--- config.mk ---
export PLATFORM = sky130hd
export DESIGN_NAME = radial_ring_pulse_shader
export DESIGN_NICKNAME = d
export VERILOG_FILES = /design/src/hw/rtl/rrps_pkg.sv /design/src/hw/rtl/rrps_div.sv /design/src/hw/rtl/radial_ring_pulse_shader.sv
export SDC_FILE = /design/constraint.sdc
export NUM_CORES = 1
export LEC_CHECK = 0
export ABC_AREA = 1
export BUFFER_PORTS_ARGS = -buffer_cell sky130_fd_sc_hd__buf_2
export CORE_MARGIN = 1.5
export CORE_UTILIZATION = 65
export DETAILED_ROUTE_END_ITERATION = 16
export PLACE_DENSITY = 0.83
export RECOVER_POWER = 100
export SLEW_MARGIN = 25
export SYNTH_ARGS = -nofsm -noshare
export SYNTH_HDL_FRONTEND = slang
export SYNTH_SLANG_ARGS = --single-unit
--- constraint.sdc ---
create_clock -name aclk -period 6.2 [get_ports aclk]
set_input_delay 0 -clock aclk [delete_from_list [all_inputs] [get_ports aclk]]
set_output_delay 0 -clock aclk [all_outputs]
set_load 0.005 [all_outputs]
--- src/hw/rtl/rrps_pkg.sv ---
// Shared widths, constants and types of the radial ring pulse shader.
package rrps_pkg;

    // Distance and radius values are unsigned Q10.6.
    localparam int DIST_W  = 16;
    // Brightness level width.
    localparam int LEVEL_W = 8;
    // Rounded level numerator 2*c*peak + half_band, and denominator 2*half_band.
    localparam int NUM_W   = 2 * DIST_W + 1 - LEVEL_W + 2 * LEVEL_W - LEVEL_W + 1;
    localparam int DEN_W   = DIST_W + 1;
    // Quotient bit counter of the divider.
    localparam int CNT_W   = $clog2(LEVEL_W);

    // Result of the serial divider, valid for one cycle when done is high.
    typedef struct packed {
        logic               done;
        logic [LEVEL_W-1:0] quotient;
    } rrps_div_res_t;

endpackage

--- src/hw/rtl/rrps_div.sv ---
// Restoring divider that finds one quotient bit per cycle.
module rrps_div (
    input  logic                       aclk,
    input  logic                       aresetn,
    input  logic                       start,
    input  logic [rrps_pkg::NUM_W-1:0] num,
    input  logic [rrps_pkg::DEN_W-1:0] den,
    output rrps_pkg::rrps_div_res_t    res
);
    import rrps_pkg::*;

    logic [NUM_W-1:0]   rem_reg;
    logic [DEN_W-1:0]   den_reg;
    logic [CNT_W-1:0]   cnt_reg;
    logic [LEVEL_W-1:0] q_reg;
    logic               busy_reg;
    logic               done_reg;
    logic [NUM_W-1:0]   trial;
    logic               fits;

    // Divisor aligned to the quotient bit under test.
    always_comb begin
        trial = NUM_W'(den_reg) << cnt_reg;
        fits  = (rem_reg >= trial);
    end

    // Iteration from the top quotient bit down to bit zero.
    always_ff @(posedge aclk) begin
        if (!aresetn) begin
            busy_reg <= 1'b0;
            done_reg <= 1'b0;
        end else begin
            done_reg <= 1'b0;
            if (start) begin
                rem_reg  <= num;
                den_reg  <= den;
                cnt_reg  <= CNT_W'(LEVEL_W - 1);
                q_reg    <= '0;
                busy_reg <= 1'b1;
            end else if (busy_reg) begin
                if (fits) begin
                    rem_reg <= rem_reg - trial;
                end
                q_reg[cnt_reg] <= fits;
                if (cnt_reg == '0) begin
                    busy_reg <= 1'b0;
                    done_reg <= 1'b1;
                end else begin
                    cnt_reg <= cnt_reg - 1'b1;
                end
            end
        end
    end

    assign res.done     = done_reg;
    assign res.quotient = q_reg;

endmodule

--- src/hw/rtl/radial_ring_pulse_shader.sv ---
// Top level of the radial ring pulse shader: ring state, sequencer and output stage.
//
//   Channel   Direction  Handshake            Payload
//   s_        in         s_tvalid / s_tready  tuser: op; tdata: spawn, led_distance
//   m_        out        m_tvalid / m_tready  tdata: red, green, blue
//   cfg_      in         cfg_valid/cfg_ready  cfg_index, cfg_data
//
// A tick request visits the rings one per cycle.
// A pixel request lit by a ring runs a closeness scan that visits one ring per cycle,
// one multiply, and the eight-step serial divider for rounding;
// an unlit pixel skips the divider.
// s_tready is high only while the sequencer is idle; a finished result waits in
// the output register, so a new request is taken while m_tready is low.
// aresetn clears all rings, the registers to their defaults and the output valid.
module radial_ring_pulse_shader #(
    parameter int RINGS = 3
) (
    input  logic        aclk,
    input  logic        aresetn,
    // Input requests.
    input  logic        s_tvalid,
    output logic        s_tready,
    input  logic [0:0]  s_tuser,   // [0] op
    input  logic [23:0] s_tdata,   // [0] spawn, [16:1] led_distance, [23:17] zero
    // Results.
    output logic        m_tvalid,
    input  logic        m_tready,
    output logic [23:0] m_tdata,   // [7:0] red, [15:8] green, [23:16] blue
    // Register writes.
    input  logic        cfg_valid,
    output logic        cfg_ready,
    input  logic [7:0]  cfg_index,
    input  logic [15:0] cfg_data
);
    import rrps_pkg::*;

    localparam int RING_W = (RINGS > 1) ? $clog2(RINGS) : 1;

    localparam logic [7:0] REG_EXTENT      = 8'd0;
    localparam logic [7:0] REG_GROWTH_STEP = 8'd1;
    localparam logic [7:0] REG_HALF_BAND   = 8'd2;
    localparam logic [7:0] REG_PEAK_LEVEL  = 8'd3;

    // floor(v * 88 / 100) = (v * 230692) >> 18 for every 8-bit v.
    localparam int          GREEN_SHIFT = 18;
    localparam int          GREEN_W     = LEVEL_W + GREEN_SHIFT;
    localparam logic [17:0] GREEN_MUL   = 18'd230692;
    localparam int          RED_W       = LEVEL_W + 2;
    localparam int          PROD_W      = DIST_W + LEVEL_W;

    typedef enum logic [2:0] {
        ST_IDLE,
        ST_TICK,
        ST_PIX,
        ST_MUL,
        ST_DIV_GO,
        ST_DIV_WAIT,
        ST_COLOR
    } state_t;

    state_t               state_reg,      state_next;
    logic [RING_W-1:0]    ring_idx_reg,   ring_idx_next;
    logic                 spawn_pend_reg, spawn_pend_next;
    logic [DIST_W-1:0]    led_dist_reg,   led_dist_next;
    logic [DIST_W-1:0]    best_reg,       best_next;
    logic [PROD_W-1:0]    prod_reg,       prod_next;
    logic [LEVEL_W-1:0]   level_reg,      level_next;
    logic [RINGS-1:0]     ring_active_reg, ring_active_next;
    logic [DIST_W-1:0]    ring_radius_reg [RINGS];
    logic [DIST_W-1:0]    ring_radius_next [RINGS];
    logic [DIST_W-1:0]    extent_reg,     extent_next;
    logic [DIST_W-1:0]    step_reg,       step_next;
    logic [DIST_W-1:0]    half_band_reg,  half_band_next;
    logic [LEVEL_W-1:0]   peak_reg,       peak_next;
    logic                 m_tvalid_reg,   m_tvalid_next;
    logic [LEVEL_W-1:0]   red_reg,        red_next;
    logic [LEVEL_W-1:0]   green_reg,      green_next;
    logic [LEVEL_W-1:0]   blue_reg,       blue_next;

    logic                 cur_act;
    logic [DIST_W-1:0]    cur_rad;
    logic                 last_ring;
    logic                 take_slot;
    logic [DIST_W-1:0]    base_rad;
    logic [DIST_W:0]      rad_sum;
    logic [DIST_W-1:0]    rad_sat;
    logic [DIST_W:0]      retire_limit;
    logic [DIST_W-1:0]    ring_diff;
    logic                 in_band;
    logic [DIST_W-1:0]    closeness;
    logic [RED_W-1:0]     red_prod;
    logic [GREEN_W-1:0]   green_prod;
    logic                 out_free;
    logic                 div_start;
    logic [NUM_W-1:0]     div_num;
    logic [DEN_W-1:0]     div_den;
    rrps_div_res_t        div_res;

    // Rounded level divider.
    rrps_div u_div (
        .aclk    (aclk),
        .aresetn (aresetn),
        .start   (div_start),
        .num     (div_num),
        .den     (div_den),
        .res     (div_res)
    );

    assign div_start = (state_reg == ST_DIV_GO);
    assign div_num   = NUM_W'({prod_reg, 1'b0}) + NUM_W'(half_band_reg);
    assign div_den   = {half_band_reg, 1'b0};

    // Ring currently visited by the sequencer.
    always_comb begin
        cur_act      = ring_active_reg[ring_idx_reg];
        cur_rad      = ring_radius_reg[ring_idx_reg];
        last_ring    = (ring_idx_reg == RING_W'(RINGS - 1));
        // Tick: a spawn goes to the first free slot, then every live ring grows.
        take_slot    = spawn_pend_reg && !cur_act;
        base_rad     = cur_act ? cur_rad : '0;
        rad_sum      = {1'b0, base_rad} + {1'b0, step_reg};
        rad_sat      = rad_sum[DIST_W] ? '1 : rad_sum[DIST_W-1:0];
        retire_limit = {1'b0, extent_reg} + {1'b0, half_band_reg};
        // Pixel: closeness to the visited ring.
        ring_diff    = (led_dist_reg >= cur_rad) ? (led_dist_reg - cur_rad)
                                                 : (cur_rad - led_dist_reg);
        in_band      = cur_act && (ring_diff < half_band_reg);
        closeness    = half_band_reg - ring_diff;
        // Color split of the level.
        red_prod     = RED_W'(level_reg) * RED_W'(3);
        green_prod   = GREEN_W'(level_reg) * GREEN_W'(GREEN_MUL);
        out_free     = !m_tvalid_reg || m_tready;
    end

    // Sequencer, ring state, registers and output stage.
    always_comb begin
        state_next       = state_reg;
        ring_idx_next    = ring_idx_reg;
        spawn_pend_next  = spawn_pend_reg;
        led_dist_next    = led_dist_reg;
        best_next        = best_reg;
        prod_next        = prod_reg;
        level_next       = level_reg;
        ring_active_next = ring_active_reg;
        ring_radius_next = ring_radius_reg;
        extent_next      = extent_reg;
        step_next        = step_reg;
        half_band_next   = half_band_reg;
        peak_next        = peak_reg;
        m_tvalid_next    = m_tvalid_reg;
        red_next         = red_reg;
        green_next       = green_reg;
        blue_next        = blue_reg;

        if (m_tvalid_reg && m_tready) begin
            m_tvalid_next = 1'b0;
        end

        // Register writes; unknown indexes are dropped.
        if (cfg_valid) begin
            case (cfg_index)
                REG_EXTENT:      extent_next    = cfg_data;
                REG_GROWTH_STEP: step_next      = cfg_data;
                REG_HALF_BAND:   half_band_next = cfg_data;
                REG_PEAK_LEVEL:  peak_next      = cfg_data[LEVEL_W-1:0];
                default:         ;
            endcase
        end

        case (state_reg)
            ST_IDLE: begin
                if (s_tvalid) begin
                    ring_idx_next   = '0;
                    best_next       = '0;
                    led_dist_next   = s_tdata[DIST_W:1];
                    spawn_pend_next = s_tdata[0] && !s_tuser[0];
                    state_next      = s_tuser[0] ? ST_PIX : ST_TICK;
                end
            end
            ST_TICK: begin
                if (cur_act || take_slot) begin
                    ring_radius_next[ring_idx_reg] = rad_sat;
                    ring_active_next[ring_idx_reg] = ({1'b0, rad_sat} <= retire_limit);
                end
                if (take_slot) begin
                    spawn_pend_next = 1'b0;
                end
                if (last_ring) begin
                    state_next = ST_IDLE;
                end else begin
                    ring_idx_next = ring_idx_reg + 1'b1;
                end
            end
            ST_PIX: begin
                if (in_band && (closeness > best_reg)) begin
                    best_next = closeness;
                end
                if (last_ring) begin
                    state_next = ST_MUL;
                end else begin
                    ring_idx_next = ring_idx_reg + 1'b1;
                end
            end
            ST_MUL: begin
                // No lit ring (also covers a zero half band) gives level zero.
                if (best_reg == '0) begin
                    level_next = '0;
                    state_next = ST_COLOR;
                end else begin
                    prod_next  = PROD_W'(best_reg) * PROD_W'(peak_reg);
                    state_next = ST_DIV_GO;
                end
            end
            ST_DIV_GO: begin
                state_next = ST_DIV_WAIT;
            end
            ST_DIV_WAIT: begin
                if (div_res.done) begin
                    level_next = div_res.quotient;
                    state_next = ST_COLOR;
                end
            end
            ST_COLOR: begin
                if (out_free) begin
                    m_tvalid_next = 1'b1;
                    red_next      = red_prod[RED_W-1:2];
                    green_next    = green_prod[GREEN_W-1:GREEN_SHIFT];
                    blue_next     = level_reg;
                    state_next    = ST_IDLE;
                end
            end
            default: begin
                state_next = ST_IDLE;
            end
        endcase
    end

    always_ff @(posedge aclk) begin
        if (!aresetn) begin
            state_reg       <= ST_IDLE;
            ring_active_reg <= '0;
            m_tvalid_reg    <= 1'b0;
            extent_reg      <= 16'd21760;
            step_reg        <= 16'd198;
            half_band_reg   <= 16'd1088;
            peak_reg        <= 8'd204;
            spawn_pend_reg  <= 1'b0;
            ring_idx_reg    <= '0;
        end else begin
            state_reg       <= state_next;
            ring_active_reg <= ring_active_next;
            m_tvalid_reg    <= m_tvalid_next;
            extent_reg      <= extent_next;
            step_reg        <= step_next;
            half_band_reg   <= half_band_next;
            peak_reg        <= peak_next;
            spawn_pend_reg  <= spawn_pend_next;
            ring_idx_reg    <= ring_idx_next;
            led_dist_reg    <= led_dist_next;
            best_reg        <= best_next;
            prod_reg        <= prod_next;
            level_reg       <= level_next;
            ring_radius_reg <= ring_radius_next;
            red_reg         <= red_next;
            green_reg       <= green_next;
            blue_reg        <= blue_next;
        end
    end

    assign s_tready  = (state_reg == ST_IDLE);
    assign cfg_ready = 1'b1;
    assign m_tvalid  = m_tvalid_reg;
    assign m_tdata   = {blue_reg, green_reg, red_reg};

    // A result appears only from the color stage.
    assert property (@(posedge aclk) disable iff (!aresetn)
        $rose(m_tvalid_reg) |-> $past(state_reg == ST_COLOR))
        else $error("result raised outside the color stage");

    // The divider finishes only while the sequencer waits for it.
    assert property (@(posedge aclk) disable iff (!aresetn)
        div_res.done |-> (state_reg == ST_DIV_WAIT))
        else $error("divider finished while not awaited");

    // A tick starts at most one ring.
    assert property (@(posedge aclk) disable iff (!aresetn)
        $past(aresetn) |->
            ($countones(ring_active_reg) <= $countones($past(ring_active_reg)) + 1))
        else $error("more than one ring started at once");

    // Rings change only during a tick.
    assert property (@(posedge aclk) disable iff (!aresetn)
        ($past(aresetn) && $past(state_reg != ST_TICK)) |-> $stable(ring_active_reg))
        else $error("ring flags changed outside a tick");

endmodule
==> results.toml, run 1 <==
[clock_network]
cts_root_buf = "clkbuf_16"
cts_made_buffers = 29
htreeDepth = 1
clock_latency_ns = 0.60
clk_pin_slew_worst_paths_ns = 0.06
cts.path.max_buffers = 3
cts_tree = "yes"
cts_sinks = 265

[timing]
rsz0062_at_grt = "no"
holdWs_ns = 0.102
maxSlewViolCount = 101
period_share_pct = 92.8
fin_ws_ns = 0.444
fmax_mhz = 174
min_period_ns = 5.76
hold_violations = 0
setup_viol = 0
setup_tns_ns = 0
max_slew_margin_pct = -33.4
finalClockSkew_ns = 0.0317
worst_pin_slew_ns = 1.99

[die]
rows = 71
core_area_um2 = 37400
die_h_um = 197
die_area_um2 = 39000
io_pins = 81
die-width_um = 197
start_util_pct = 65.7

[synthesis]
syn-cell-area_um2 = 24600
avgSynthCellArea_um2 = 7.65
ys_ff_latch = 265
synth.top_cell.area_share_pct = 24.1
synth_xor_area_share_pct = 3.35
ys_seq_area_share_pct = 29.6
synth-edff-count = 197
yosys.area.top_type = "edfxtp_1"
syn_nets = 3633
synthCells = 3212
synth_top_family_by_area = "simple AND/OR/NAND/NOR gates"
ys_top_cells_by_count = "nand2_1 (707), inv_1 (525), nor2_1 (308), ha_1 (262), a21oi_1 (214)"
synthAdderAreaFrac_pct = 21.9
async_flop_share_pct = 0
muxShareOfSynthArea_pct = 0.163
synthFlopType = "edfxtp_1"
yosys-top-cells-area = "edfxtp_1 (24%), ha_1 (13%), nand2_1 (11%)"
yosysWarnings = 0
synth-compound-area-share_pct = 12.4
synth-simple-area-share_pct = 22.5
yosysMostFrequentCell = "nand2_1"
synth_cell_types = 53

[final_layout]
fin_nets = 3713
multi_input_area_um2 = 14800
fill_cells = 2963
syn2layout_area_growth_pct = 8.67
final-seq-area_um2 = 7280
drive_above_1_share_pct = 6.30
largest_reg_flops = 48

[critical_path]
r2r_cells = 33
worstPathMaxFanout = 21
cp-end-kind = "register"
slowest_delay_ns = 0.39
cpMostUsedCell = "nand2_1"
worstSetupPathType = "reg2reg"
r2r_slack_ns = 0.44
worstPathArrival_ns = 6.07
r2r-end = "best_reg[5]"
critPathLaunchType = "register"
slowest_stage = "ha_1"
required_ns = 6.52
reg2reg_from = "ring_idx_reg[0]"

[detailed_routing]
drt_iter0_drc = 1748
routed-via-count = 22100
vias_per_cell = 5.76
drt_wl_total_um = 67100
dr.pass1.iters = 6
drc_errors = 0
routedWlPerCell_um = 17.5
ant_nets = 0

[pwr]
power_density_nw_per_um2 = 445
irDropWorstVdd_mv = 0.336
p_leak_nw = 13.4

[status]
status = "finished, violations left"
violations = "max-capacitance violations, max-slew violations"

[grt]
globalRouteOverflowTotal = 0
antenna_found_initial = 2
grt_pass1_vias = 21400
grt_pass1_wl_um = 106000
grt_max_degree = 65
grtUsageTotal_pct = 34.3

[min_path]
min-delay-start = "cfg_index[0]"
min_to = "peak_reg[7]"
hold_class = "in2reg"
min_path_cells = 5

[job]
maxCapViolations = 3

[placement]
dpl.hpwl_um = 51700
dpl_worst_slack_ns = 0.509
portBuffers = 72
gp_congestion = 0.952
==> how the worst max path moves through the flow <==
| stage | from | end | cells after the start |
|---|---|---|---|
| after global placement | ring_idx_reg[0] | best_reg[5] | 33 |
| after CTS | ring_idx_reg[0] | best_reg[5] | 30 |
| after detailed placement | ring_idx_reg[0] | best_reg[4] | 31 |
| after global routing | ring_idx_reg[0] | ring_active_reg[1] | 28 |
| final | ring_idx_reg[0] | best_reg[5] | 33 |
| after floorplan | ring_idx_reg[0] | best_reg[0] | 33 |
==> layout by cell type, fill, tap and decap left out, drive strengths merged, types with 3 or more instances in the layout <==
cell type / Yosys / routed
nand2: 715 / 715
inv: 545 / 552
nor2: 313 / 313
ha: 262 / 262
a21oi: 218 / 218
o21ai: 207 / 207
edfxtp: 197 / 197
nand3: 150 / 151
fa: 105 / 105
clkbuf: 58 / 72
dfxtp: 68 / 68
buf: 32 / 68
xor2: 64 / 64
or2: 41 / 41
dlygate4sd3: 0 / 40
nand4: 38 / 38
nor3: 34 / 34
xnor2: 30 / 30
o21bai: 26 / 26
a21o: 15 / 15
a32oi: 15 / 15
o211ai: 14 / 14
a21boi: 11 / 11
nand3b: 9 / 9
o21a: 8 / 8
a31oi: 7 / 7
nor4: 6 / 6
mux2i: 4 / 4
a221oi: 3 / 3
a211oi: 3 / 3
clkinv: 0 / 3
o31ai: 3 / 3
and2: 3 / 3
==> routing by layer <==
layer	track usage, %	up-vias	share of wire (%)
li1	-	10600	-
met1	45.4	10300	42
met2	57.3	949	46
met3	4.75	178	8.3
met4	13.3	0	3.8
met5	0	-	0
==> final cells by class <==
type,instances,share of cell area (%)
flip-flops and latches,265,27.3
well taps,511,2.40
multi-input cells,2313,55.6
diodes,2,0.0188
inverters,545,7.68
repair buffers,138,3.33
clock inverters,12,0.534
clock buffers,42,3.14
==> critical path, delay by kind of cell (launching register included) <==
kind	cells	cell delay, ns
adders and majority gates	3	1.02
DFF	1	0.34
buffers and inverters	8	1.07
and+or+nand+nor	13	1.52
AOI/OAI and AO/OA	9	1.51
==> stage by stage <==
step	utilization, %	power [mW]	cells	area (um2)
final	71.4	11.9	3828	26700
after detailed placement	67.7	9.82	3727	25300
after floorplan	-	8.03	3212	24600
after global routing	71.4	12.9	3828	26700
after CTS	71.4	11.7	3820	26700
after global placement	67.7	9.62	3726	25300
==> logic make-up after synthesis <==
| kind of cell | count (synthesis) |
|---|---|
| adders and majority gates | 367 |
| AOI/OAI and AO/OA | 533 |
| xor gates and xnor gates | 94 |
| DFF | 265 |
| muxes | 4 |
| other | 1 |
| and+or+nand+nor | 1313 |
| buffers and inverters | 635 |
==> power breakdown <==
group	internal (mW)	total, mW	switching, mW
clock network	1.03	1.79	0.760
registers	2.35	2.53	0.180
logic	2.63	7.54	4.91
==> timing repair <==
action / 4_1_cts / 5_1_grt
endpoints found under the hold margin: 76 / 10
endpoints found under the setup margin: 0 / 16
resized for setup: 0 / 14
buffers inserted: 0 / 3
hold buffers: 39 / 1
Power figures use the tool's default switching activity.
==> inputs of run 2 (changes only) <==
CORE_UTILIZATION = 55   (was 65)
PLACE_DENSITY = 0.72   (was 0.83)
==> results.toml, run 2 (same netlist as run 1, synthesis figures left out) <==
[status]
status = "finished, violations left"
violations = "max-capacitance violations, max-slew violations"

[final_layout]
largest_reg_flops = 48
drive_above_1_share_pct = 6.33
design_area_um2 = 26800
fill_cells = 4029
final_common_cell = "nand2_1"
fin_nets = 3713
final_cell_mix = "nand2_1 (709), inv_1 (529), nor2_1 (309)"
syn2layout_area_growth_pct = 9.03
diodes = 0

[detailed_routing]
vias_per_cell = 5.51
top_layer_used = "met4"
wl_met1_um = 29700
wl_met2_um = 30800
routed-via-count = 21500
dr_wl_met3_um = 4110
ant_nets = 0
routedWlPerCell_um = 17.0
dr.pass1.iters = 6
drt_wl_total_um = 66600
drt_iter0_drc = 1532
drc_errors = 0

[timing]
maxSlewViolCount = 86
fmax_mhz = 173
setup_tns_ns = 0
hold_violations = 0
holdWs_ns = 0.0669
finalClockSkew_ns = 0.0257
min_period_ns = 5.78
max_slew_margin_pct = -12.3
period_share_pct = 93.2
setup_viol = 0
rsz0062_at_grt = "no"
worst_pin_slew_ns = 1.67

[critical_path]
critPathLaunchType = "register"
worstPathArrival_ns = 6.09
required_ns = 6.51
reg2reg_from = "ring_idx_reg[0]"
worstPathMaxFanout = 19
critPathLaunch = "ring_idx_reg[0]"
r2r_cells = 30
cpMostUsedCell = "nand2_1"
cp-end-kind = "register"
crit_end = "best_reg[3]"
slowest_stage = "ha_1"
slowest_delay_ns = 0.38
r2r-end = "best_reg[3]"
worstSetupPathType = "reg2reg"
r2r_slack_ns = 0.42

[job]
maxCapViolations = 3

[clock_network]
cts_root_buf = "clkbuf_16"
cts_sinks = 265
cts_tree = "yes"
clock_latency_ns = 0.58
cts_made_buffers = 31
post_cts.repair.setup_buffers = 0
cts.path.max_buffers = 3
htreeDepth = 1
clk_pin_slew_worst_paths_ns = 0.06

[pwr]
p_total_mw = 11.8
irDropWorstVdd_mv = 0.253
p_leak_nw = 13.4
power_density_nw_per_um2 = 442

[die]
start_util_pct = 55.7
core_area_um2 = 44100
die_area_um2 = 45900
die-width_um = 214
die_h_um = 214
io_pins = 81
rows = 77

[grt]
grtUsageTotal_pct = 28.8
grt_pass1_vias = 20900
antenna_found_initial = 0
grt_max_degree = 65
globalRouteOverflowTotal = 0
grt_pass1_wl_um = 107000

[min_path]
hold_class = "in2reg"

[placement]
place_area_um2 = 25500
portBuffers = 72
gp_congestion = 0.948
dpl.hpwl_um = 52800
==> run 2: cell count changes in the layout (fill, tap and decap cells not counted), moves of 3 or more <==
cell,previous run,this run
clkinv_4,0,4
a21oi_2,7,3
clkbuf_1,35,29
a21oi_1,211,215
buf_2,61,64
clkbuf_8,4,1
==> run 2: layout make-up <==
type | count | area (um2) | share of cell area (%)
Tap cell | 592 | 741 | 2.77
Clock buffer | 38 | 836 | 3.12
Timing Repair Buffer | 137 | 861 | 3.21
Inverter | 545 | 2050 | 7.65
Multi-Input combinational cell | 2312 | 14800 | 55.3
Clock inverter | 18 | 195 | 0.729
Sequential cell | 265 | 7280 | 27.2
==> run 2: report_power, final <==
| part | leakage [nW] | switching, mW | total (mW) | internal (mW) |
|---|---|---|---|---|
| Sequential | 2.35 | 0.180 | 2.54 | 2.35 |
| Clock | 0.510 | 0.763 | 1.85 | 1.09 |
| Combinational | 10.5 | 4.84 | 7.45 | 2.61 |
==> run 2: timing repair <==
action | CTS | global route
hold endpoints to repair | 76 | 0
hold buffers | 38 | 0
endpoints found under the setup margin | 0 | 16
resized for setup | 0 | 8
==> run 2: worst min-delay path by stage <==
stage                           end  slack (ns)  depth (start not counted)    startpoint
floorplan           led_dist_reg[0]         0.1                          0    s_tdata[1]
global placement    led_dist_reg[0]        0.18                          1    s_tdata[1]
detailed placement  led_dist_reg[1]        0.18                          1    s_tdata[2]
CTS                   extent_reg[8]        0.04                          3       aresetn
global route          extent_reg[8]        0.09                          3       aresetn
finish                  peak_reg[7]        0.07                          5  cfg_index[0]
==> run 2: routing by layer <==
metal	GRT usage (%)	vias up
li1	-	10600
met1	39.4	10100
met3	3.12	129
met5	0	-
met2	48.3	699
met4	8.66	0
==> run 2: through the flow <==
| stage | setup WS (ns) | utilization, % | instances |
|---|---|---|---|
| after floorplan | 0.725 | - | 3212 |
| after global routing | 0.0140 | 60.7 | 3907 |
| after global placement | 0.604 | 57.7 | 3812 |
| after CTS | 0.455 | 60.9 | 3907 |
| after detailed placement | 0.492 | 57.7 | 3813 |
| final | 0.422 | 60.7 | 3907 |
==> run 2: worst max-delay path: cells and delay by family, from the launching register on <==
family,cells,cell delay [ns]
compound gates,6,1.21
xor+xnor,1,0.25
fa+ha+maj,3,1.01
buf+inv,7,0.96
flops,1,0.32
simple gates,13,1.76
==> inputs of run 3 (changes only) <==
MAX_ROUTING_LAYER = met4   (was not set)
==> results.toml, run 3 (same netlist as run 1, synthesis figures left out) <==
[clock_network]
cts_sinks = 265
cts_root_buf = "clkbuf_16"
cts.path.max_buffers = 3
clk_pin_slew_worst_paths_ns = 0.06
clock_latency_ns = 0.58
cts_made_buffers = 31
htreeDepth = 1
cts_tree = "yes"

[status]
violations = "max-capacitance violations, max-slew violations"
status = "finished, violations left"

[detailed_routing]
routedWlPerCell_um = 16.9
vias_per_cell = 5.47
drt_iter0_drc = 1520
ant_nets = 0
dr.pass1.iters = 5
drt_wl_total_um = 66100
drc_errors = 0
routed-via-count = 21400

[placement]
dpl_worst_slack_ns = 0.487
gp_congestion = 0.929
place_area_um2 = 25500
dpl.hpwl_um = 52900
portBuffers = 72

[die]
rows = 77
die_area_um2 = 45900
start_util_pct = 55.7
io_pins = 81
die_h_um = 214
core_area_um2 = 44100
die-width_um = 214

[final_layout]
diodes = 0
largest_reg_flops = 48
syn2layout_area_growth_pct = 9.21
multi_input_area_um2 = 14800
fill_cells = 4089
final_cell_mix = "nand2_1 (710), inv_1 (530), nor2_1 (308)"
final_common_cell = "nand2_1"
final_core_util_pct = 60.8
fin_nets = 3716
design_area_um2 = 26800
final-seq-area_um2 = 7280
drive_above_1_share_pct = 6.30

[timing]
fmax_mhz = 174
hold_violations = 0
maxSlewViolCount = 86
rsz0062_at_grt = "no"
period_share_pct = 92.5
setup_viol = 0
min_period_ns = 5.73
max_slew_margin_pct = -5.92
worst_pin_slew_ns = 1.59
fin_ws_ns = 0.467
setup_tns_ns = 0
finalClockSkew_ns = 0.0242

[critical_path]
critPathLaunchType = "register"
cpMostUsedCell = "nand2_1"
worstPathArrival_ns = 6.06
slowest_stage = "fa_1"
required_ns = 6.52
slowest_delay_ns = 0.53
cp-end-kind = "register"
worstSetupPathType = "reg2reg"
worstPathMaxFanout = 21

[pwr]
irDropWorstVdd_mv = 0.331
p_leak_nw = 13.4
power_density_nw_per_um2 = 445

[grt]
grt_pass1_vias = 20900
grt_max_degree = 65
grtUsageTotal_pct = 29.4
grt_pass1_wl_um = 106000
globalRouteOverflowTotal = 0
antenna_found_initial = 1

[job]
maxCapViolations = 3

[min_path]
hold_class = "in2reg"
==> run 3: layer usage <==
layer | GRT usage [%] | vias to the layer above | wire (um)
li1 | - | 10600 | -
met1 | 38.8 | 10000 | 30200
met2 | 47.0 | 642 | 30000
met3 | 4.04 | 120 | 3860
met4 | 8.99 | 0 | 2060
met5 | - | - | 0
==> run 3: repair_timing <==
item	4_1_cts	5_1_grt
hold endpoints to repair	76	0
gates resized for setup	0	7
hold buffers	38	0
setup buffers	0	4
setup endpoints to repair	0	16
==> run 3: final timing paths <==
kind | from | to | slack, ns | cells past startpoint
worst max-delay path | ring_idx_reg[0] | best_reg[0] | 0.47 | 35
worst min-delay path | s_tvalid | state_reg[0] | 0.05 | 6
worst max register to register | ring_idx_reg[0] | best_reg[0] | 0.47 | 35
worst min register to register | extent_reg[10] | extent_reg[10] | 0.48 | 2
==> run 3: metrics by stage <==
| stage | hold WS [ns] | power [mW] | instances |
|---|---|---|---|
| after floorplan | 0.0989 | 8.03 | 3212 |
| after global placement | 0.178 | 9.79 | 3811 |
| after detailed placement | 0.178 | 9.92 | 3812 |
| after CTS | 0.00466 | 11.9 | 3907 |
| after global routing | 0.0762 | 13.0 | 3911 |
| final | 0.0473 | 11.9 | 3911 |
==> run 3: report_power, final <==
part / total, mW / switching [mW] / internal (mW)
sequential: 2.53 / 0.179 / 2.35
clock: 1.88 / 0.757 / 1.13
combinational: 7.52 / 4.89 / 2.63
==> run 3: critical path, delay by kind of cell, from the launching register on <==
kind | cells | cell delay, ns
AOI/OAI and AO/OA | 7 | 1.06
adders and majority gates | 3 | 1.23
buffers and inverters | 9 | 1.31
DFF | 1 | 0.32
and+or+nand+nor | 16 | 1.56
==> run 3: layout make-up <==
cell class,instances,area share [%]
well taps,592,2.76
repair buffers,140,3.38
clock inverters,22,0.956
flip-flops and latches,265,27.1
inverters,545,7.64
multi-input cells,2312,55.2
clock buffers,35,2.95
